<file path="config.mk">
export PLATFORM = sky130hd
export DESIGN_NAME = decimal_seven_segment_writer_top
export DESIGN_NICKNAME = d
export VERILOG_FILES = /design/src/hw/rtl/dssw_pkg.sv /design/src/hw/rtl/dssw_queue.sv /design/src/hw/rtl/dssw_front.sv /design/src/hw/rtl/dssw_back.sv /design/src/hw/rtl/decimal_seven_segment_writer_top.sv
export SDC_FILE = /design/constraint.sdc
export NUM_CORES = 1
export LEC_CHECK = 0
export BUFFER_PORTS_ARGS = -buffer_cell sky130_fd_sc_hd__buf_2
export CAP_MARGIN = 20
export CORE_MARGIN = 1.5
export CORE_UTILIZATION = 50
export DETAILED_ROUTE_END_ITERATION = 16
export GPL_TIMING_DRIVEN = 0
export PLACE_DENSITY = 0.78
export SYNTH_ARGS = -nofsm -noshare
export SYNTH_HDL_FRONTEND = slang
export SYNTH_SLANG_ARGS = --single-unit
</file>
<file path="constraint.sdc">
create_clock -name clk -period 10.59 [get_ports clk]
set_input_delay 0.5295 -clock clk [delete_from_list [all_inputs] [get_ports clk]]
set_output_delay 0.5295 -clock clk [all_outputs]
set_load 0.05 [all_outputs]
</file>
<file path="src/hw/rtl/dssw_pkg.sv">
`timescale 1ns / 1ps

package dssw_pkg;

    localparam int MAX_DIGITS_DEFAULT = 8;
    localparam int VALUE_W            = 32;
    localparam int BITS_PER_STEP      = 4;
    localparam int CONV_STEPS         = VALUE_W / BITS_PER_STEP;
    localparam int STEP_W             = $clog2(CONV_STEPS);
    localparam int COUNT_W            = 4;
    localparam int POS_W              = 3;
    localparam int ADDR_W             = 4;
    localparam int SEG_W              = 7;

    localparam logic [SEG_W-1:0] SEG_0 = 7'h7E;
    localparam logic [SEG_W-1:0] SEG_1 = 7'h30;
    localparam logic [SEG_W-1:0] SEG_2 = 7'h6D;
    localparam logic [SEG_W-1:0] SEG_3 = 7'h79;
    localparam logic [SEG_W-1:0] SEG_4 = 7'h33;
    localparam logic [SEG_W-1:0] SEG_5 = 7'h5B;
    localparam logic [SEG_W-1:0] SEG_6 = 7'h5F;
    localparam logic [SEG_W-1:0] SEG_7 = 7'h70;
    localparam logic [SEG_W-1:0] SEG_8 = 7'h7F;
    localparam logic [SEG_W-1:0] SEG_9 = 7'h7B;

    typedef struct packed {
        logic [VALUE_W-1:0] value;
        logic [COUNT_W-1:0] digit_count;
        logic [POS_W-1:0]   start_position;
    } num_item_t;

    typedef struct packed {
        logic [ADDR_W-1:0] reg_address;
        logic [SEG_W-1:0]  seg_data;
        logic              last;
    } wr_item_t;

    function automatic logic [SEG_W-1:0] seg_of(input logic [3:0] digit);
        logic [SEG_W-1:0] seg;
        case (digit)
            4'd0:    seg = SEG_0;
            4'd1:    seg = SEG_1;
            4'd2:    seg = SEG_2;
            4'd3:    seg = SEG_3;
            4'd4:    seg = SEG_4;
            4'd5:    seg = SEG_5;
            4'd6:    seg = SEG_6;
            4'd7:    seg = SEG_7;
            4'd8:    seg = SEG_8;
            4'd9:    seg = SEG_9;
            default: seg = SEG_0;
        endcase
        return seg;
    endfunction

endpackage

</file>
<file path="src/hw/rtl/dssw_queue.sv">
`timescale 1ns / 1ps

module dssw_queue #(
    parameter int WIDTH = 8
) (
    input  logic             clk,
    input  logic             rst_n,
    input  logic             push_valid,
    output logic             push_ready,
    input  logic [WIDTH-1:0] push_data,
    output logic             pop_valid,
    input  logic             pop_ready,
    output logic [WIDTH-1:0] pop_data
);

    logic [1:0][WIDTH-1:0] mem_reg;
    logic                  wr_ptr_reg;
    logic                  rd_ptr_reg;
    logic [1:0]            count_reg;
    logic [1:0]            count_next;
    logic                  push;
    logic                  pop;

    assign push_ready = (count_reg != 2'd2);
    assign pop_valid  = (count_reg != 2'd0);
    assign push       = push_valid && push_ready;
    assign pop        = pop_valid && pop_ready;
    assign pop_data   = mem_reg[rd_ptr_reg];

    always_comb
    begin
        count_next = count_reg;
        if (push && !pop)
        begin
            count_next = count_reg + 2'd1;
        end
        else if (pop && !push)
        begin
            count_next = count_reg - 2'd1;
        end
    end

    always_ff @(posedge clk or negedge rst_n)
    begin
        if (!rst_n)
        begin
            wr_ptr_reg <= 1'b0;
            rd_ptr_reg <= 1'b0;
            count_reg  <= 2'd0;
        end
        else
        begin
            count_reg <= count_next;
            if (push)
            begin
                wr_ptr_reg <= !wr_ptr_reg;
            end
            if (pop)
            begin
                rd_ptr_reg <= !rd_ptr_reg;
            end
        end
    end

    always_ff @(posedge clk)
    begin
        if (push)
        begin
            mem_reg[wr_ptr_reg] <= push_data;
        end
    end

`ifndef SYNTHESIS
    a_count_bound: assert property (@(posedge clk) disable iff (!rst_n)
        count_reg != 2'd3)
        else $error("queue count out of range");
    a_ptr_gap: assert property (@(posedge clk) disable iff (!rst_n)
        (count_reg == 2'd1) |-> (wr_ptr_reg != rd_ptr_reg))
        else $error("queue pointers disagree with count");
    a_ptr_even: assert property (@(posedge clk) disable iff (!rst_n)
        (count_reg == 2'd0 || count_reg == 2'd2) |-> (wr_ptr_reg == rd_ptr_reg))
        else $error("queue pointers disagree with count");
`endif

endmodule

</file>
<file path="src/hw/rtl/dssw_front.sv">
`timescale 1ns / 1ps

module dssw_front #(
    parameter int MAX_DIGITS = dssw_pkg::MAX_DIGITS_DEFAULT,
    parameter int ENTRY_W    = 4 * MAX_DIGITS + 11
) (
    input  logic                clk,
    input  logic                rst_n,
    input  logic                num_valid,
    output logic                num_ready,
    input  dssw_pkg::num_item_t num,
    output logic                q_valid,
    input  logic                q_ready,
    output logic [ENTRY_W-1:0]  q_data
);

    import dssw_pkg::*;

    localparam int BCD_W = 4 * MAX_DIGITS;

    typedef enum logic [2:0] {
        F_IDLE = 3'b001,
        F_CONV = 3'b010,
        F_PUSH = 3'b100
    } front_state_t;

    front_state_t        state_reg;
    front_state_t        state_next;
    logic [VALUE_W-1:0]  val_reg;
    logic [BCD_W-1:0]    bcd_reg;
    logic [BCD_W-1:0]    bcd_next;
    logic [COUNT_W-1:0]  n_reg;
    logic [POS_W-1:0]    start_reg;
    logic [COUNT_W-1:0]  writes_reg;
    logic [STEP_W-1:0]   step_reg;
    logic [COUNT_W-1:0]  n_sat;
    logic [COUNT_W-1:0]  span;
    logic [COUNT_W-1:0]  writes_in;
    logic                accept;

    assign num_ready = (state_reg == F_IDLE);
    assign accept    = num_valid && num_ready;
    assign q_valid   = (state_reg == F_PUSH);
    assign q_data    = {bcd_reg, start_reg, n_reg, writes_reg};

    assign n_sat     = (num.digit_count > COUNT_W'(MAX_DIGITS)) ?
                       COUNT_W'(MAX_DIGITS) : num.digit_count;
    assign span      = {1'b0, num.start_position} + COUNT_W'(1);
    assign writes_in = (n_sat > span) ? span : n_sat;

    // Shift-and-add-3 conversion, four value bits per cycle, most significant first.
    always_comb
    begin
        bcd_next = bcd_reg;
        for (int j = 0; j < BITS_PER_STEP; j++)
        begin
            for (int d = 0; d < MAX_DIGITS; d++)
            begin
                if (bcd_next[d*4 +: 4] >= 4'd5)
                begin
                    bcd_next[d*4 +: 4] = bcd_next[d*4 +: 4] + 4'd3;
                end
            end
            if (BCD_W > 1)
            begin
                bcd_next = {bcd_next[BCD_W-2:0], val_reg[VALUE_W-1-j]};
            end
        end
    end

    always_comb
    begin
        state_next = state_reg;
        case (state_reg)
            F_IDLE:
            begin
                if (accept && (n_sat != '0))
                begin
                    state_next = F_CONV;
                end
            end
            F_CONV:
            begin
                if (step_reg == STEP_W'(CONV_STEPS - 1))
                begin
                    state_next = F_PUSH;
                end
            end
            F_PUSH:
            begin
                if (q_ready)
                begin
                    state_next = F_IDLE;
                end
            end
            default:
            begin
                state_next = F_IDLE;
            end
        endcase
    end

    always_ff @(posedge clk or negedge rst_n)
    begin
        if (!rst_n)
        begin
            state_reg <= F_IDLE;
            step_reg  <= '0;
        end
        else
        begin
            state_reg <= state_next;
            if (accept)
            begin
                step_reg <= '0;
            end
            else if (state_reg == F_CONV)
            begin
                step_reg <= step_reg + STEP_W'(1);
            end
        end
    end

    always_ff @(posedge clk)
    begin
        if (accept)
        begin
            val_reg    <= num.value;
            bcd_reg    <= '0;
            n_reg      <= n_sat;
            start_reg  <= num.start_position;
            writes_reg <= writes_in;
        end
        else if (state_reg == F_CONV)
        begin
            val_reg <= val_reg << BITS_PER_STEP;
            bcd_reg <= bcd_next;
        end
    end

`ifndef SYNTHESIS
    a_zero_dropped: assert property (@(posedge clk) disable iff (!rst_n)
        (accept && (n_sat == '0)) |=> (state_reg == F_IDLE))
        else $error("zero digit count item was not dropped");
    a_conv_len: assert property (@(posedge clk) disable iff (!rst_n)
        (state_reg == F_CONV && step_reg == STEP_W'(CONV_STEPS - 1)) |=>
        (state_reg == F_PUSH))
        else $error("conversion did not end after its last step");
    a_push_nonzero: assert property (@(posedge clk) disable iff (!rst_n)
        q_valid |-> (writes_reg != '0 && n_reg != '0 && writes_reg <= n_reg))
        else $error("queued entry has an inconsistent write count");
`endif

endmodule

</file>
<file path="src/hw/rtl/dssw_back.sv">
`timescale 1ns / 1ps

module dssw_back #(
    parameter int MAX_DIGITS = dssw_pkg::MAX_DIGITS_DEFAULT,
    parameter int ENTRY_W    = 4 * MAX_DIGITS + 11
) (
    input  logic               clk,
    input  logic               rst_n,
    input  logic               q_valid,
    output logic               q_ready,
    input  logic [ENTRY_W-1:0] q_data,
    output logic               wr_valid,
    input  logic               wr_ready,
    output dssw_pkg::wr_item_t wr
);

    import dssw_pkg::*;

    localparam int IDX_W = (MAX_DIGITS > 1) ? $clog2(MAX_DIGITS) : 1;

    typedef enum logic [1:0] {
        B_IDLE = 2'b01,
        B_EMIT = 2'b10
    } back_state_t;

    back_state_t                 state_reg;
    logic [MAX_DIGITS-1:0][3:0]  bcd_reg;
    logic [IDX_W-1:0]            idx_reg;
    logic [ADDR_W-1:0]           addr_reg;
    logic [COUNT_W-1:0]          rem_reg;
    logic                        out_valid_reg;
    wr_item_t                    out_reg;
    logic [MAX_DIGITS-1:0][3:0]  q_bcd;
    logic [POS_W-1:0]            q_start;
    logic [COUNT_W-1:0]          q_n;
    logic [COUNT_W-1:0]          q_writes;
    logic                        slot_free;
    logic                        emit;

    assign q_bcd    = q_data[ENTRY_W-1 -: 4*MAX_DIGITS];
    assign q_start  = q_data[2*COUNT_W +: POS_W];
    assign q_n      = q_data[COUNT_W +: COUNT_W];
    assign q_writes = q_data[COUNT_W-1:0];

    assign q_ready   = (state_reg == B_IDLE);
    assign slot_free = !out_valid_reg || wr_ready;
    assign emit      = (state_reg == B_EMIT) && slot_free;
    assign wr_valid  = out_valid_reg;
    assign wr        = out_reg;

    always_ff @(posedge clk or negedge rst_n)
    begin
        if (!rst_n)
        begin
            state_reg     <= B_IDLE;
            out_valid_reg <= 1'b0;
            rem_reg       <= '0;
        end
        else
        begin
            if (emit)
            begin
                out_valid_reg <= 1'b1;
            end
            else if (wr_ready)
            begin
                out_valid_reg <= 1'b0;
            end
            case (state_reg)
                B_IDLE:
                begin
                    if (q_valid)
                    begin
                        rem_reg   <= q_writes;
                        state_reg <= B_EMIT;
                    end
                end
                B_EMIT:
                begin
                    if (emit)
                    begin
                        rem_reg <= rem_reg - COUNT_W'(1);
                        if (rem_reg == COUNT_W'(1))
                        begin
                            state_reg <= B_IDLE;
                        end
                    end
                end
                default:
                begin
                    state_reg <= B_IDLE;
                end
            endcase
        end
    end

    always_ff @(posedge clk)
    begin
        if (q_valid && q_ready)
        begin
            bcd_reg  <= q_bcd;
            idx_reg  <= IDX_W'(q_n - COUNT_W'(1));
            addr_reg <= {1'b0, q_start} + ADDR_W'(1);
        end
        else if (emit)
        begin
            idx_reg  <= idx_reg - IDX_W'(1);
            addr_reg <= addr_reg - ADDR_W'(1);
        end
        if (emit)
        begin
            out_reg.reg_address <= addr_reg;
            out_reg.seg_data    <= seg_of(bcd_reg[idx_reg]);
            out_reg.last        <= (rem_reg == COUNT_W'(1));
        end
    end

`ifndef SYNTHESIS
    a_rem_live: assert property (@(posedge clk) disable iff (!rst_n)
        (state_reg == B_EMIT) |-> (rem_reg != '0))
        else $error("emitting with no writes left");
    a_addr_floor: assert property (@(posedge clk) disable iff (!rst_n)
        (state_reg == B_EMIT) |-> (addr_reg != '0))
        else $error("register address fell below the first digit");
    a_last_flag: assert property (@(posedge clk) disable iff (!rst_n)
        (emit && rem_reg == COUNT_W'(1)) |=> (wr_valid && wr.last))
        else $error("final write of a run is not flagged");
    a_no_early_last: assert property (@(posedge clk) disable iff (!rst_n)
        (emit && rem_reg != COUNT_W'(1)) |=> (wr_valid && !wr.last))
        else $error("write flagged last before the run ended");
`endif

endmodule

</file>
<file path="src/hw/rtl/decimal_seven_segment_writer_top.sv">
`timescale 1ns / 1ps
// Channel   Direction  Payload       Handshake
// num       in         num_item_t    num_valid / num_ready
// wr        out        wr_item_t     wr_valid / wr_ready
//
// An item with a nonzero digit count holds the front through its acceptance, eight
// conversion steps of four bits each, and its push into the queue.
// The back fetches an entry, then makes one register write per cycle unless wr stalls.
// A zero digit count item is accepted and produces no beat.
// Reset clears all control state at once; there is no clearing pass.
// A two-entry queue separates conversion from output, so a stalled wr channel
// holds the front only once the queue is full.

module decimal_seven_segment_writer_top #(
    parameter int MAX_DIGITS = dssw_pkg::MAX_DIGITS_DEFAULT
) (
    input  logic                clk,
    input  logic                rst_n,
    input  logic                num_valid,
    output logic                num_ready,
    input  dssw_pkg::num_item_t num,
    output logic                wr_valid,
    input  logic                wr_ready,
    output dssw_pkg::wr_item_t  wr
);

    import dssw_pkg::*;

    localparam int ENTRY_W = 4 * MAX_DIGITS + POS_W + 2 * COUNT_W;

    logic               fq_valid;
    logic               fq_ready;
    logic [ENTRY_W-1:0] fq_data;
    logic               qb_valid;
    logic               qb_ready;
    logic [ENTRY_W-1:0] qb_data;

    dssw_front #(
        .MAX_DIGITS (MAX_DIGITS),
        .ENTRY_W    (ENTRY_W)
    ) u_front (
        .clk       (clk),
        .rst_n     (rst_n),
        .num_valid (num_valid),
        .num_ready (num_ready),
        .num       (num),
        .q_valid   (fq_valid),
        .q_ready   (fq_ready),
        .q_data    (fq_data)
    );

    dssw_queue #(
        .WIDTH (ENTRY_W)
    ) u_queue (
        .clk        (clk),
        .rst_n      (rst_n),
        .push_valid (fq_valid),
        .push_ready (fq_ready),
        .push_data  (fq_data),
        .pop_valid  (qb_valid),
        .pop_ready  (qb_ready),
        .pop_data   (qb_data)
    );

    dssw_back #(
        .MAX_DIGITS (MAX_DIGITS),
        .ENTRY_W    (ENTRY_W)
    ) u_back (
        .clk      (clk),
        .rst_n    (rst_n),
        .q_valid  (qb_valid),
        .q_ready  (qb_ready),
        .q_data   (qb_data),
        .wr_valid (wr_valid),
        .wr_ready (wr_ready),
        .wr       (wr)
    );

endmodule

</file>
==> results of run 1 <==
## path summary, 6_finish.rpt
| check | from | end | cells past startpoint |
|---|---|---|---|
| max | u_front.bcd_reg[16] | u_front.bcd_reg[17] | 18 |
| min | num[2] | u_front.start_reg[2] | 1 |
| max reg2reg | u_front.bcd_reg[16] | u_front.bcd_reg[17] | 18 |
| min reg2reg | u_front.start_reg[2] | u_queue.mem_reg[10] | 0 |
| max in group asynchronous | rst_n | u_front.state_reg[0] | 2 |
| min in group asynchronous | rst_n | u_back.wr_valid | 2 |
## cell type report
| cell class | count | area [um^2] |
|---|---|---|
| well taps | 330 | 413 |
| clock inverters | 1 | 5.00 |
| fillers | 2044 | 10900 |
| multi-input cells | 888 | 5890 |
| repair buffers | 60 | 358 |
| inverters | 62 | 233 |
| clock buffers | 39 | 703 |
| flip-flops and latches | 226 | 6380 |
| plain buffers | 44 | 176 |
## through the flow
stage | utilization | setup slack [ns] | area (um^2)
CTS | 0.566 | 6.49 | 14200
finish | 0.566 | 6.42 | 14200
global route | 0.566 | 6.10 | 14200
global placement | 0.534 | 6.35 | 13400
floorplan | - | 7.07 | 12700
detailed placement | 0.537 | 6.54 | 13400
## cells by family after synthesis
logic type,Yosys count,share of synthesized area
and+or+nand+nor,402,0.147
AOI/OAI and AO/OA,332,0.176
DFF,226,0.504
buffers and inverters,106,0.0323
muxes,78,0.0739
adders and majority gates,52,0.0513
xor gates and xnor gates,24,0.0166
## worst max-delay path: cells and delay by family, from the launching register on
family | cells | cell delay, ns
AOI/OAI and AO/OA | 7 | 1.78
adders and majority gates | 3 | 0.69
and+or+nand+nor | 4 | 0.62
DFF | 1 | 0.41
muxes | 1 | 0.30
buffers and inverters | 3 | 0.26
## cells in the final DEF (no fill, tap or decap), types with 7 or more instances in the layout
master     instances
a21boi_0           8
edfxtp_1         177
o21ai_0           91
xnor2_1           17
ha_1              52
a21o_1             9
nor3_1            18
o21ai_1            8
a31oi_1            7
a21oi_1           61
clkbuf_16         23
nor2_1            73
inv_1             59
and2_1            10
o211ai_1          11
a211oi_1          20
o22ai_1            8
or2_2             12
nor2b_1           14
o21a_1            18
mux2i_1           25
a211o_1            9
nand2_1          182
xor2_1             7
buf_2             64
or3_1              7
a2bb2oi_1          7
clkbuf_1          42
and3_1            12
mux2_2            45
mux4_2             8
nand3_1           23
dfxtp_1           32
dfrtp_1           15
nand2b_1          24
## what timing repair did
item	in CTS	in global routing
endpoints found under the hold margin	15	0
gates resized for setup	0	0
hold buffers	1	0
## metal layers
metal / vias to the layer above / global-route usage / part of all wire
li1: 4689 / - / -
met1: 4643 / 0.263 / 0.45
met2: 225 / 0.356 / 0.50
met3: 42 / 0.0174 / 0.034
met4: 0 / 0.0550 / 0.019
met5: - / 0 / 0
==> reports/metrics.yaml, run 1 <==
ys_seq_area_frac: 0.504
yosysUniqueCellTypes: 80
gr-total-overflow: 0
hold_viol_final: 0
worstPathMaxFanout: 8
fin_nets: 1399
drt-pass1-iter-count: 5
gp_congestion: 0.888
period_needed_ns: 4.17
drive_above_1_share: 0.142
ys_top_cells_by_area: "edfxtp_1 (42%), nand2_1 (5.4%), ha_1 (5.1%), dfxtp_1 (5.1%), mux2_2 (4.0%)"
worstMarginPinSlew_ns: 0.920
ant_nets: 0
via_per_inst: 5.82
clkLatencyLatePin_ns: 0.49
syn_nets: 1315
grt_pass1_wl_um: 43100
routedWlPerCell_um: 16.3
cp_slowest_stage_delay_ns: 0.41
drt_wl_total_um: 26800
synth_edf_count: 177
hpwl_um: 19100
die_w_um: 162
n_antenna_cell: 0
ys.flop_type: "edfxtp_1"
cts_buffer_depth: 3
grt_max_degree: 39
placementRows: 58
rsz0062_at_grt: "no"
portBuffers: 56
post-cts-setup-buffer-count: 0
cp-end-kind: "register"
maxCapViolations: 0
design.die.area_mm2: 0.0263
antenna_found_initial: 0
whs_ns: 0.274
syn_inst: 1220
vias: 9599
synthMostInstantiatedCell: "nand2_1"
reg2reg_slack_ns: 6.42
synth-async-reset-ratio: 0.0752
period_share: 0.393
syn2layout_area_growth_pct: 11.7
outcome: "complete, no violations"
synthTopCellsByCount: "nand2_1 (182), edfxtp_1 (177), o21ai_0 (91)"
relSlewSlack: 0.384
critical_path_arrival_ns: 4.57
yosys.area.top_type: "edfxtp_1"
drv_slew: 0
cts.sink_count: 226
die_h_um: 162
grt_pass1_vias: 8996
synth.top_cell.area_share: 0.419
ctsRootBufferMaster: "clkbuf_16"
worstSetupPathType: "reg -> reg"
final_cells: 1650
yosysWarnings: 0
cp-start-kind: "register"
clkTransAtPathRegs_ns: 0.06
hold_class: "in -> reg"
skew_ns: 0.00851
io_pins: 57
setup_viol_count_final: 0
cp_cell_sequence: "inv_1, ha_1, nor2b_1, a2bb2oi_1, and2_1, inv_1, ha_1, a21o_1, a211oi_1, nor2_1, inv_1, ha_1, nor2_1, a221oi_1, a2bb2oi_1, a21boi_0, mux2_2, o22ai_1"
initial_core_util: 0.506
ys_ff_latch: 226
cp.required_ns: 11.00
cts_buffers: 22
avgSynthCellArea_um2: 10.4
place_inst: 1609
core_mm2: 0.0250
cts_tree: "done"
drt-initial-drc-count: 672
setup_tns_ns: 0
slowest_stage: "dfxtp_1"
fmax_ghz: 0.240
synth_area_mm2: 0.0127
htreeDepth: 1
largest_reg_flops: 84
drc: 0
grt_util_all_layers: 0.201
Power of run 1 is not shown: default switching activity piles up to over one toggle a cycle in this logic, so the estimate is an artifact.
==> run 2, diff against run 1 <==
ABC_AREA = 1   (was unset)
PLACE_DENSITY = 0.81   (was 0.78)
clock period = 3.8 ns   (was 10.59 ns; I/O delays follow)
==> run 2 against run 1 <==
Sequential cell count unchanged. Critical path depth up 11. Synthesized cell count up 12%. First-iteration DRC count up 33%. Via count down 0.24%. Worst hold slack worse by 0.25 ns. Count of clock-buffer cells in the layout down 3. Critical path type unchanged. Highest routed layer unchanged.
==> reports/metrics.yaml, run 2 <==
period_share: 0.906
placed_cell_area_mm2: 0.0129
synth_compound_area_frac: 0.0719
io_pins: 57
synth_area_mm2: 0.0121
layout_common_cells: "nand2_1 (442), edfxtp_1 (177), inv_1 (170)"
cp.required_ns: 4.18
gr-total-overflow: 0
ys_seq_area_frac: 0.526
largest_reg_flops: 84
synthMostInstantiatedCell: "nand2_1"
synth_xor_area_frac: 0.0120
pre_cts_ws_ns: 0.214
slowest_stage: "dfxtp_2"
grt_max_degree: 42
syn_inst: 1366
skew_ns: 0.0171
synth-async-reset-ratio: 0.0752
drv_slew: 0
period_needed_ns: 3.44
fmax_ghz: 0.290
setup_ws_ns: 0.357
setup_viol_count_final: 0
drive_above_1_share: 0.144
die_w_um: 159
gp_congestion: 0.819
synth_edf_count: 177
maxCapViolations: 0
yosysWarnings: 0
synth.mux.area_fraction: 0.00248
syn_nets: 1461
antenna_found_initial: 0
placementRows: 56
drt-pass1-iter-count: 5
critical_path_arrival_ns: 3.83
outcome: "complete, no violations"
drt_wl_total_um: 25200
syn2layout_area_growth_pct: 15.7
die_h_um: 159
grt_util_all_layers: 0.197
core_mm2: 0.0236
grt_pass1_wl_um: 41300
yosys.area.top_type: "edfxtp_1"
cp_slowest_stage_delay_ns: 0.36
portBuffers: 56
hold_viol_final: 0
initial_core_util: 0.514
cp-end-kind: "register"
worstSetupPathType: "reg -> reg"
synth_simple_gate_area_frac: 0.270
design.die.area_mm2: 0.0252
stdcell_area_mm2: 0.0140
worstMarginPinSlew_ns: 0.929
mostFrequentLayoutCell: "nand2_1"
htreeDepth: 1
clkTransAtPathRegs_ns: 0.06
via_per_inst: 5.25
drt-initial-drc-count: 897
drc: 0
hold_class: "in -> reg"
grt_pass1_vias: 9148
ant_nets: 0
n_antenna_cell: 0
ys_ff_latch: 226
crit_top_cell: "nand2_1"
synth_top_family_by_area: "simple AND/OR/NAND/NOR gates"
worstPathMaxFanout: 5
cts.sink_count: 226
vias: 9576
cp-start-kind: "register"
cts_buffer_depth: 3
routedWlPerCell_um: 13.8
fin_nets: 1583
synth-adder-area-share: 0.0537
cts_buffers: 23
ys.flop_type: "edfxtp_1"
avgSynthCellArea_um2: 8.88
hpwl_um: 17400
clkLatencyLatePin_ns: 0.51
synth.top_cell.area_share: 0.438
cts_tree: "done"
synthTopCellsByCount: "nand2_1 (442), edfxtp_1 (177), inv_1 (170)"
ctsRootBufferMaster: "clkbuf_16"
ys_top_cells_by_area: "edfxtp_1 (44%), nand2_1 (14%), ha_1 (5.4%), dfxtp_1 (5.3%), inv_1 (5.3%)"
yosysUniqueCellTypes: 49
relSlewSlack: 0.381
==> run 2: changes by cell type in the layout (fill, tap and decap cells not counted), sizes merged, moves of 35 or more <==
cell	change
nand3	+89
a21oi	-37
nand2	+310
mux2	-45
dlygate4sd3	+35
inv	+115
==> run 2: final cells by class <==
cell class                 instances  area, um^2
fill                            1849        9580
inverter                         177         664
multi-input combinational        934        5000
clock buffer                      36         674
timing repair buffer              97         716
clock inverter                     5        75.1
sequential                       226        6390
buffer                            29         114
tap                              319         399
==> run 2: path summary, 6_finish.rpt <==
check                      slack [ns]                    to  cells after the start             startpoint
max                              0.36   u_front.bcd_reg[29]                     29    u_front.bcd_reg[28]
min                              0.02    u_front.val_reg[1]                      3                 num[8]
max reg2reg                      0.36   u_front.bcd_reg[29]                     29    u_front.bcd_reg[28]
min reg2reg                      0.45    u_queue.mem_reg[3]                      0  u_front.writes_reg[3]
max in group asynchronous        3.32  u_front.state_reg[0]                      2                  rst_n
min in group asynchronous        0.15   u_front.step_reg[0]                      2                  rst_n
==> run 2: routing by layer <==
layer	routed length, um	track usage	up-vias
li1	-	-	4768
met1	10200	0.235	4508
met2	13000	0.365	246
met3	1260	0.0201	54
met4	680	0.0745	0
met5	0	0	-
==> run 2: metrics by stage <==
stage	setup TNS, ns	std cells	utilization	hold WS [ns]
final	0	1823	0.594	0.0199
after global routing	-0.0213	1823	0.594	0.0277
after CTS	0	1821	0.593	0.0159
after detailed placement	0	1744	0.546	0.141
after global placement	-16.66	1741	0.543	0.141
after floorplan	0	1366	-	-0.106
==> run 2: timing repair <==
action | 4_1_cts | 5_1_grt
endpoints found under the hold margin | 52 | 0
gates resized for setup | 0 | 8
endpoints found under the setup margin | 0 | 3
setup buffers | 0 | 2
hold buffers | 36 | 0
==> run 2: cell families after synthesis <==
kind of cell / after synthesis
and+or+nand+nor: 722
DFF: 226
buffers and inverters: 206
AOI/OAI and AO/OA: 143
adders and majority gates: 52
xor gates and xnor gates: 14
muxes: 3
==> run 2: critical path, delay by kind of cell (launching register included) <==
family | cells | cell delay [ns]
xor gates and xnor gates | 1 | 0.19
buffers and inverters | 6 | 0.34
and+or+nand+nor | 18 | 1.68
adders and majority gates | 4 | 0.76
DFF | 1 | 0.36
Power of run 2 is left out for the same reason.
